$ cat src/rtl/core/prt_pkg.sv
// Types, codes and helpers for the prescaled reload down timer.
// No dependencies; used by every module of the block.
package prt_pkg;

    localparam int DATA_W = 16;
    localparam int CNT_W  = 15;
    localparam int CTRL_W = 8;
    localparam int PS_W   = 7;

    // operation codes
    localparam logic [1:0] OP_TICK  = 2'd0;
    localparam logic [1:0] OP_READ  = 2'd1;
    localparam logic [1:0] OP_WRITE = 2'd2;

    // register select codes
    localparam logic [1:0] SEL_RELOAD  = 2'd0;
    localparam logic [1:0] SEL_COUNT   = 2'd1;
    localparam logic [1:0] SEL_CONTROL = 2'd2;

    // prescaler mode codes, control bits 6:5
    localparam logic [1:0] PS_DIV1  = 2'd0;
    localparam logic [1:0] PS_DIV16 = 2'd1;
    localparam logic [1:0] PS_DIV4  = 2'd2;
    localparam logic [1:0] PS_DIV64 = 2'd3;

    localparam int CTRL_STOP_BIT  = 0;
    localparam int CTRL_READY_BIT = 7;
    localparam int CTRL_MODE_LSB  = 5;

    typedef struct packed {
        logic [1:0]        operation;
        logic [1:0]        reg_select;
        logic [DATA_W-1:0] write_data;
    } prt_req_t;

    typedef struct packed {
        logic [DATA_W-1:0] read_data;
        logic              ready_flag;
    } prt_rsp_t;

    typedef struct packed {
        logic [CNT_W-1:0]  count_value;
        logic [CNT_W-1:0]  reload_value;
        logic [CTRL_W-1:0] control_bits;
        logic [PS_W-1:0]   prescale_count;
    } prt_state_t;

    function automatic logic [PS_W-1:0] prescale_divisor(input logic [1:0] mode);
        logic [PS_W-1:0] div;
        case (mode)
            PS_DIV16: div = PS_W'(16);
            PS_DIV4:  div = PS_W'(4);
            PS_DIV64: div = PS_W'(64);
            default:  div = PS_W'(1);
        endcase
        return div;
    endfunction

endpackage

$ cat src/rtl/core/prescaled_reload_down_timer.sv
// Prescaled reload down timer: ticks and register reads/writes, one word each.
// An accepted word waits in the request stage; its result is registered in the result stage once that stage is free.
// Throughput: one word per cycle while req_stall is low; req_stall rises only while a result waits on rsp_stall.
// Reset (rst_n low, asynchronous) empties both stages and zeroes counter, reload,
// control and prescaler.
// Depends on prt_pkg and prt_step.
module prescaled_reload_down_timer
(
    input  logic              clk,
    input  logic              rst_n,
    input  logic              req_valid,
    output logic              req_stall,
    input  prt_pkg::prt_req_t req,
    output logic              rsp_valid,
    input  logic              rsp_stall,
    output prt_pkg::prt_rsp_t rsp
);

    logic                req_valid_reg;
    prt_pkg::prt_req_t   req_word_reg;
    logic                rsp_valid_reg;
    prt_pkg::prt_rsp_t   rsp_word_reg;
    prt_pkg::prt_state_t state_reg;
    prt_pkg::prt_state_t state_next;
    prt_pkg::prt_rsp_t   rsp_next;
    logic                rsp_load;
    logic                req_load;

    // result stage frees when empty or being taken
    assign rsp_load  = !rsp_valid_reg || !rsp_stall;
    assign req_load  = !req_valid_reg || rsp_load;
    assign req_stall = !req_load;

    prt_step u_step
    (
        .state      (state_reg),
        .req        (req_word_reg),
        .state_next (state_next),
        .rsp        (rsp_next)
    );

    always_ff @(posedge clk or negedge rst_n)
    begin
        if (!rst_n)
        begin
            req_valid_reg <= 1'b0;
            rsp_valid_reg <= 1'b0;
            state_reg     <= '0;
        end
        else
        begin
            if (req_load)
            begin
                req_valid_reg <= req_valid;
            end
            if (rsp_load)
            begin
                rsp_valid_reg <= req_valid_reg;
                if (req_valid_reg)
                begin
                    state_reg <= state_next;
                end
            end
        end
    end

    always_ff @(posedge clk)
    begin
        if (req_load && req_valid)
        begin
            req_word_reg <= req;
        end
        if (rsp_load && req_valid_reg)
        begin
            rsp_word_reg <= rsp_next;
        end
    end

    assign rsp_valid = rsp_valid_reg;
    assign rsp       = rsp_word_reg;

endmodule

$ cat src/rtl/core/prt_step.sv
// Next-state and response logic for one timer word.
// Depends on prt_pkg.
module prt_step
(
    input  prt_pkg::prt_state_t state,
    input  prt_pkg::prt_req_t   req,
    output prt_pkg::prt_state_t state_next,
    output prt_pkg::prt_rsp_t   rsp
);

    logic [prt_pkg::PS_W-1:0]   ps_inc;
    logic [prt_pkg::PS_W-1:0]   ps_div;
    logic [prt_pkg::CNT_W-1:0]  cnt_dec;
    logic [prt_pkg::DATA_W-1:0] rdata;
    logic                       stopped;

    assign stopped = state.control_bits[prt_pkg::CTRL_STOP_BIT];
    assign ps_inc  = state.prescale_count + prt_pkg::PS_W'(1);
    assign ps_div  = prt_pkg::prescale_divisor(
                         state.control_bits[prt_pkg::CTRL_MODE_LSB +: 2]);
    assign cnt_dec = state.count_value - prt_pkg::CNT_W'(1);

    always_comb
    begin
        state_next = state;
        rdata      = '0;
        case (req.operation)
            prt_pkg::OP_TICK:
            begin
                if (!stopped)
                begin
                    if (ps_inc >= ps_div)
                    begin
                        state_next.prescale_count = '0;
                        // only a decrement that lands on zero expires
                        if (cnt_dec == '0)
                        begin
                            state_next.control_bits[prt_pkg::CTRL_READY_BIT] = 1'b1;
                            state_next.count_value = state.reload_value;
                        end
                        else
                        begin
                            state_next.count_value = cnt_dec;
                        end
                    end
                    else
                    begin
                        state_next.prescale_count = ps_inc;
                    end
                end
            end
            prt_pkg::OP_READ:
            begin
                case (req.reg_select)
                    prt_pkg::SEL_RELOAD:
                    begin
                        rdata = prt_pkg::DATA_W'(state.reload_value);
                    end
                    prt_pkg::SEL_COUNT:
                    begin
                        rdata = prt_pkg::DATA_W'(state.count_value);
                        state_next.control_bits[prt_pkg::CTRL_READY_BIT] = 1'b0;
                    end
                    prt_pkg::SEL_CONTROL:
                    begin
                        rdata = prt_pkg::DATA_W'(state.control_bits);
                    end
                    default:
                    begin
                        rdata = '0;
                    end
                endcase
            end
            prt_pkg::OP_WRITE:
            begin
                case (req.reg_select)
                    prt_pkg::SEL_RELOAD:
                    begin
                        state_next.reload_value = req.write_data[prt_pkg::CNT_W-1:0];
                        if (!stopped)
                        begin
                            state_next.count_value = req.write_data[prt_pkg::CNT_W-1:0];
                        end
                    end
                    prt_pkg::SEL_CONTROL:
                    begin
                        // stopping a running timer loads the counter
                        if (req.write_data[prt_pkg::CTRL_STOP_BIT] && !stopped)
                        begin
                            state_next.count_value = state.reload_value;
                        end
                        state_next.control_bits = req.write_data[prt_pkg::CTRL_W-1:0];
                    end
                    default:
                    begin
                        state_next = state;
                    end
                endcase
            end
            default:
            begin
                state_next = state;
            end
        endcase
    end

    assign rsp.read_data  = rdata;
    assign rsp.ready_flag = state_next.control_bits[prt_pkg::CTRL_READY_BIT];

endmodule

$ cat config.mk
export PLATFORM = sky130hd
export DESIGN_NAME = prescaled_reload_down_timer
export DESIGN_NICKNAME = d
export VERILOG_FILES = /design/src/rtl/core/prt_pkg.sv /design/src/rtl/core/prescaled_reload_down_timer.sv /design/src/rtl/core/prt_step.sv
export SDC_FILE = /design/constraint.sdc
export NUM_CORES = 1
export LEC_CHECK = 0
export BUFFER_PORTS_ARGS = -buffer_cell sky130_fd_sc_hd__clkbuf_2
export CAP_MARGIN = 0
export CORE_UTILIZATION = 60
export CTS_BUF_LIST = sky130_fd_sc_hd__clkbuf_4 sky130_fd_sc_hd__clkbuf_8
export CTS_CLUSTER_SIZE = 10
export DETAILED_ROUTE_END_ITERATION = 10
export HOLD_SLACK_MARGIN = 0.1
export PLACE_DENSITY = 0.85
export SYNTH_ARGS = -nofsm -noshare
export SYNTH_HDL_FRONTEND = slang
export SYNTH_HIERARCHICAL = 1
export SYNTH_SLANG_ARGS = --single-unit
$ cat constraint.sdc
create_clock -name clk -period 3.8 [get_ports clk]
set_input_delay 0.76 -clock clk [delete_from_list [all_inputs] [get_ports clk]]
set_output_delay 0.76 -clock clk [all_outputs]
set_load 0.1 [all_outputs]
### After elaboration in Yosys (flattened, before gate mapping)

Cells that the tools add are included.
W data, S select, Z words.

| cells by class | value |
|---|---|
| add/sub/neg operators | 2 |
| $lt $le $gt $ge | 1 |
| equal/unequal tests | 12 |
| multiplexer cells | 16 |
| bitwise operators | 1 |
| reduce and logical (&&, ||, !) cells | 19 |

Operators with widths:

| kind | number |
|---|---|
| $mux W15 | 5 |
| $pmux W15 S2 | 2 |
| $pmux W15 S3 | 1 |
| $pmux W7 S3 | 1 |
| $logic_not A15 Y1 | 1 |
| $sub A15 B1 Y15 const B | 1 |
| $reduce_and A4 Y1 | 3 |
| $eq A2 B2 Y1 const B | 4 |
| $mux W8 | 1 |
| $reduce_and A8 Y1 | 1 |
| $add A7 B1 Y7 const B | 1 |
| $ge A7 B7 Y1 | 1 |
| $mux W7 | 1 |
| $eq A2 B1 Y1 const B | 3 |
| $ne A3 B3 Y1 const B | 2 |
| $logic_not A1 Y1 | 5 |
| $logic_not A2 Y1 | 2 |
| $mux W1 | 4 |
| $logic_and A1 B1 Y1 | 3 |
| $ne A3 B2 Y1 const B | 1 |
| $pmux W1 S3 | 1 |
| $logic_or A1 B1 Y1 | 2 |
| $ne A2 B1 Y1 const B | 1 |
| $ne A2 B2 Y1 const B | 1 |
| other kinds (3) | 3 |

| word-level totals | value |
|---|---|
| bits in registers | 83 |
| input bits | 24 |
| output and inout bits | 19 |
| word-level logic and storage cells | 63 |

### Depth between registers and ports, before layout

| logic depth | value |
|---|---|
| word-level depth | 6 |
| mapped depth | 14 |
| mapped depth without buffers | 11 |

### By module

Netlist, hierarchy kept.

By module, submodules not included:

| module | instances | cells an instance | area each (um^2) |
|---|---|---|---|
| prescaled_reload_down_timer | 1 | 140 | 3072.9 |
| prt_step | 1 | 398 | 2586.2 |

### Least setup slack after synthesis

OpenSTA, ideal clock, no wires.

| timing path | value |
|---|---|
| path type | register -> register |
| from | register state_reg[0] (netlist bit) |
| to | register state_reg[14] (netlist bit) |
| setup time | 0.125 ns |
| arrival time | 2.801 ns |
| slack | 0.875 ns |
| stages on the path, launching flop included | 13 |
| buffers on the path | 2 |
| period minus slack after synthesis | 2.925 ns |
| cells stage by stage | dfrtp_1 ha_1 and3_1 xor2_1 ha_1 or4b_4 nand3_2 a21oi_2 buf_4 a211oi_1 nor2_1 buf_4 mux2_2 |

RTL lines:

| item | RTL line | RTL |
|---|---|---|
| from (decl) | prescaled_reload_down_timer.sv:23 | `prt_pkg::prt_state_t state_reg;` |
| from (signal assigned) | prescaled_reload_down_timer.sv:61 | `state_reg <= state_next;` |

### Worst setup path in the final report

| timing path | value |
|---|---|
| from | register state_reg[0] (netlist bit) |
| to | register state_reg[39] (netlist bit) |

| between the ends | value |
|---|---|
| longest elaborated chain between the ends | 4 |

Ends and longest elaborated chain:

| item | RTL line | RTL |
|---|---|---|
| $add A7 B1 Y7 | prt_step.sv:18 | `assign ps_inc = state.prescale_count + prt_pkg::PS_W'(1);` |
| $ge A7 B7 Y1 | prt_step.sv:32 | `if (ps_inc >= ps_div)` |
| $ne A2 B1 Y1 (no line) | -- |  |
| $reduce_and A8 Y1 (no line) | -- |  |

Every way passes these cells.
A chain may end at the register's enable or synchronous reset.

==> flow_summary.toml <==
[status]
status = "complete, no violations"

[placement]
place_area_sq_um = 5790
place.gp.congestion = 0.945
io_buffers = 41
hpwlAfterDp_mm = 9.73
pre_cts_slack_ps = 519

[route]
avgViaCountPerCell = 6.68
dr.pass1.iters = 5
drc = 0
routed_wl_mm = 14.0
drtIter0Drc = 451
ant_nets = 0
num_vias = 4473
post_drt_wl_per_cell_um = 20.9

[timing]
layout_setup_ws_ps = 447
fin_crit_ps = 3350
hold_viol_final = 0
setup_viol_count_final = 0
max_freq_mhz = 298
slew_violations = 0
finalCritPeriodShare_pct = 88.2
grt_setup_unrepaired = "false"
fin_setup_tns_ps = 0
slew_headroom_pct = 35.8
max_slew.worst_pin.slew_ps = 964
worst_clock_skew_ps = 15.5

[power_and_ir_drop]
vdd_drop_max_uv = 373
seqPwrFrac_pct = 39.2
switchingPower_mw = 1.84
power_frac_comb_pct = 45.7
cellLeakagePower_nw = 2.47
power_density_nw_per_um2 = 701
pwr-share-clk_pct = 15.1
intPower_mw = 2.35
swShare_pct = 43.8
power.total_mw = 4.19

[setup_path]
worst-setup-path-type = "flop to flop"
worstPathRequired_ps = 4040
path_cells = "ha_1 > and3_1 > nand3_1 > xnor2_1 > ha_1 > a21oi_1 > a41o_1 > a21oi_2 > a311o_1 > nand4_1 > mux2_4"
ff2ff_setup_slack_ps = 450
r2r-end = "state_reg[39]$_DFFE_PN0P_"
start_kind = "flop"
crit_buf_inv = 0
critPathMaxFanout = 13
r2r_cells = 11
max_stage_delay_ps = 630
cp_top_family = "compound AO/OA/AOI/OAI gates"
cp-end-kind = "flop"
crit_top_cell = "ha_1"
crit_arrival_ps = 3590
timing.rr.start = "state_reg[0]$_DFFE_PN0P_"
cp_slowest_cell = "a21oi_2"

[global_route]
grtUsageTotal_pct = 29.6
antenna_found_initial = 0
grt.overflow.total = 0
grt_first_pass_wirelength_mm = 22.5
first_global_vias = 4353
grt_max_degree = 35

[clocking]
clockRootBuffer = "clkbuf_8"
numCtsBuffers = 9
cts_resized = 0
clk_latency_ps = 360
post_cts_buffers = 0
htree_levels = 3
path_clk_slew_ps = 90
postCtsHoldBufs = 0
cts_tree = "yes"
cts_buffer_depth = 2
clock_sinks = 83

[die]
initial_core_util_pct = 63.3
dieArea_sq_um = 9770
io_pins = 43
die_y_um = 98.9
core_sq_um = 8890
die_w_um = 98.9
num_rows = 34

[layout]
layout_commonest_cell = "nor2_1"
area_growth_pct = 6.16
drive_above_1_share_pct = 29.0
fillers = 695
nNetsFinal = 589
final_cell_mix = "53 x nor2_1, 47 x dfrtp_1, 41 x clkbuf_2, 39 x mux2_4, 36 x edfxtp_1"
largest_reg_flops = 45
final_util_pct = 67.2
final_cell_area_sq_um = 5980
antenna_cells = 0

[min_path]
hold_end = "rsp_valid$_DFFE_PN0P_"
worst_hold_path_type = "flop to flop"
whs_path_depth = 1
hold_start = "req_valid_reg$_DFFE_PN0P_"

[synth]
syn_area_sq_um = 5630
syn_area_per_cell_sq_um = 10.5
synthCells = 537
ys_warn_count = 6
syn_nets = 568

[run]
cap_violations = 0
worst max path at each step:
stage,startpoint,end,slack (ps),cells past startpoint
2_1_floorplan,state_reg[0]$_DFFE_PN0P_,state_reg[14]$_DFFE_PN0P_,870,12
3_3_place_gp,state_reg[0]$_DFFE_PN0P_,state_reg[39]$_DFFE_PN0P_,660,11
3_5_place_dp,state_reg[0]$_DFFE_PN0P_,state_reg[39]$_DFFE_PN0P_,520,11
4_1_cts,state_reg[0]$_DFFE_PN0P_,state_reg[39]$_DFFE_PN0P_,510,11
5_1_grt,state_reg[0]$_DFFE_PN0P_,state_reg[39]$_DFFE_PN0P_,330,11
6_report,state_reg[0]$_DFFE_PN0P_,state_reg[39]$_DFFE_PN0P_,450,11
routing by layer:
metal / global-route usage [%] / up-vias / routed length (um)
met5: 0 / - / 0
met4: 12.7 / 0 / 384
met3: 5.74 / 43 / 1200
met2: 46.0 / 228 / 6240
met1: 40.6 / 2168 / 6150
li1: - / 2034 / -
area by class of cell:
cell class	instances	area (sq um)	area share (%)
timing repair buffer	53	295	4.94
clock buffer	10	131	2.20
tap	108	135	2.26
multi-input combinational	392	3030	50.7
sequential	83	2260	37.8
inverter	19	71.3	1.19
clock inverter	5	55.1	0.921
power groups by stage:
stage | clock network (mW) | registers [mW] | logic [mW]
after floorplan | 0 | 1.52 | 1.55
after global placement | 0 | 1.62 | 1.80
after detailed placement | 0 | 1.65 | 1.85
after CTS | 0.639 | 1.63 | 1.87
after global routing | 0.668 | 1.69 | 2.04
final | 0.632 | 1.64 | 1.91
through the flow:
step,hold WS [ps],cells
2_1_floorplan,447,537
3_3_place_gp,468,655
3_5_place_dp,489,655
4_1_cts,508,670
5_1_grt,537,670
6_report,503,670
Note: power is estimated with default switching activity, not from simulation.
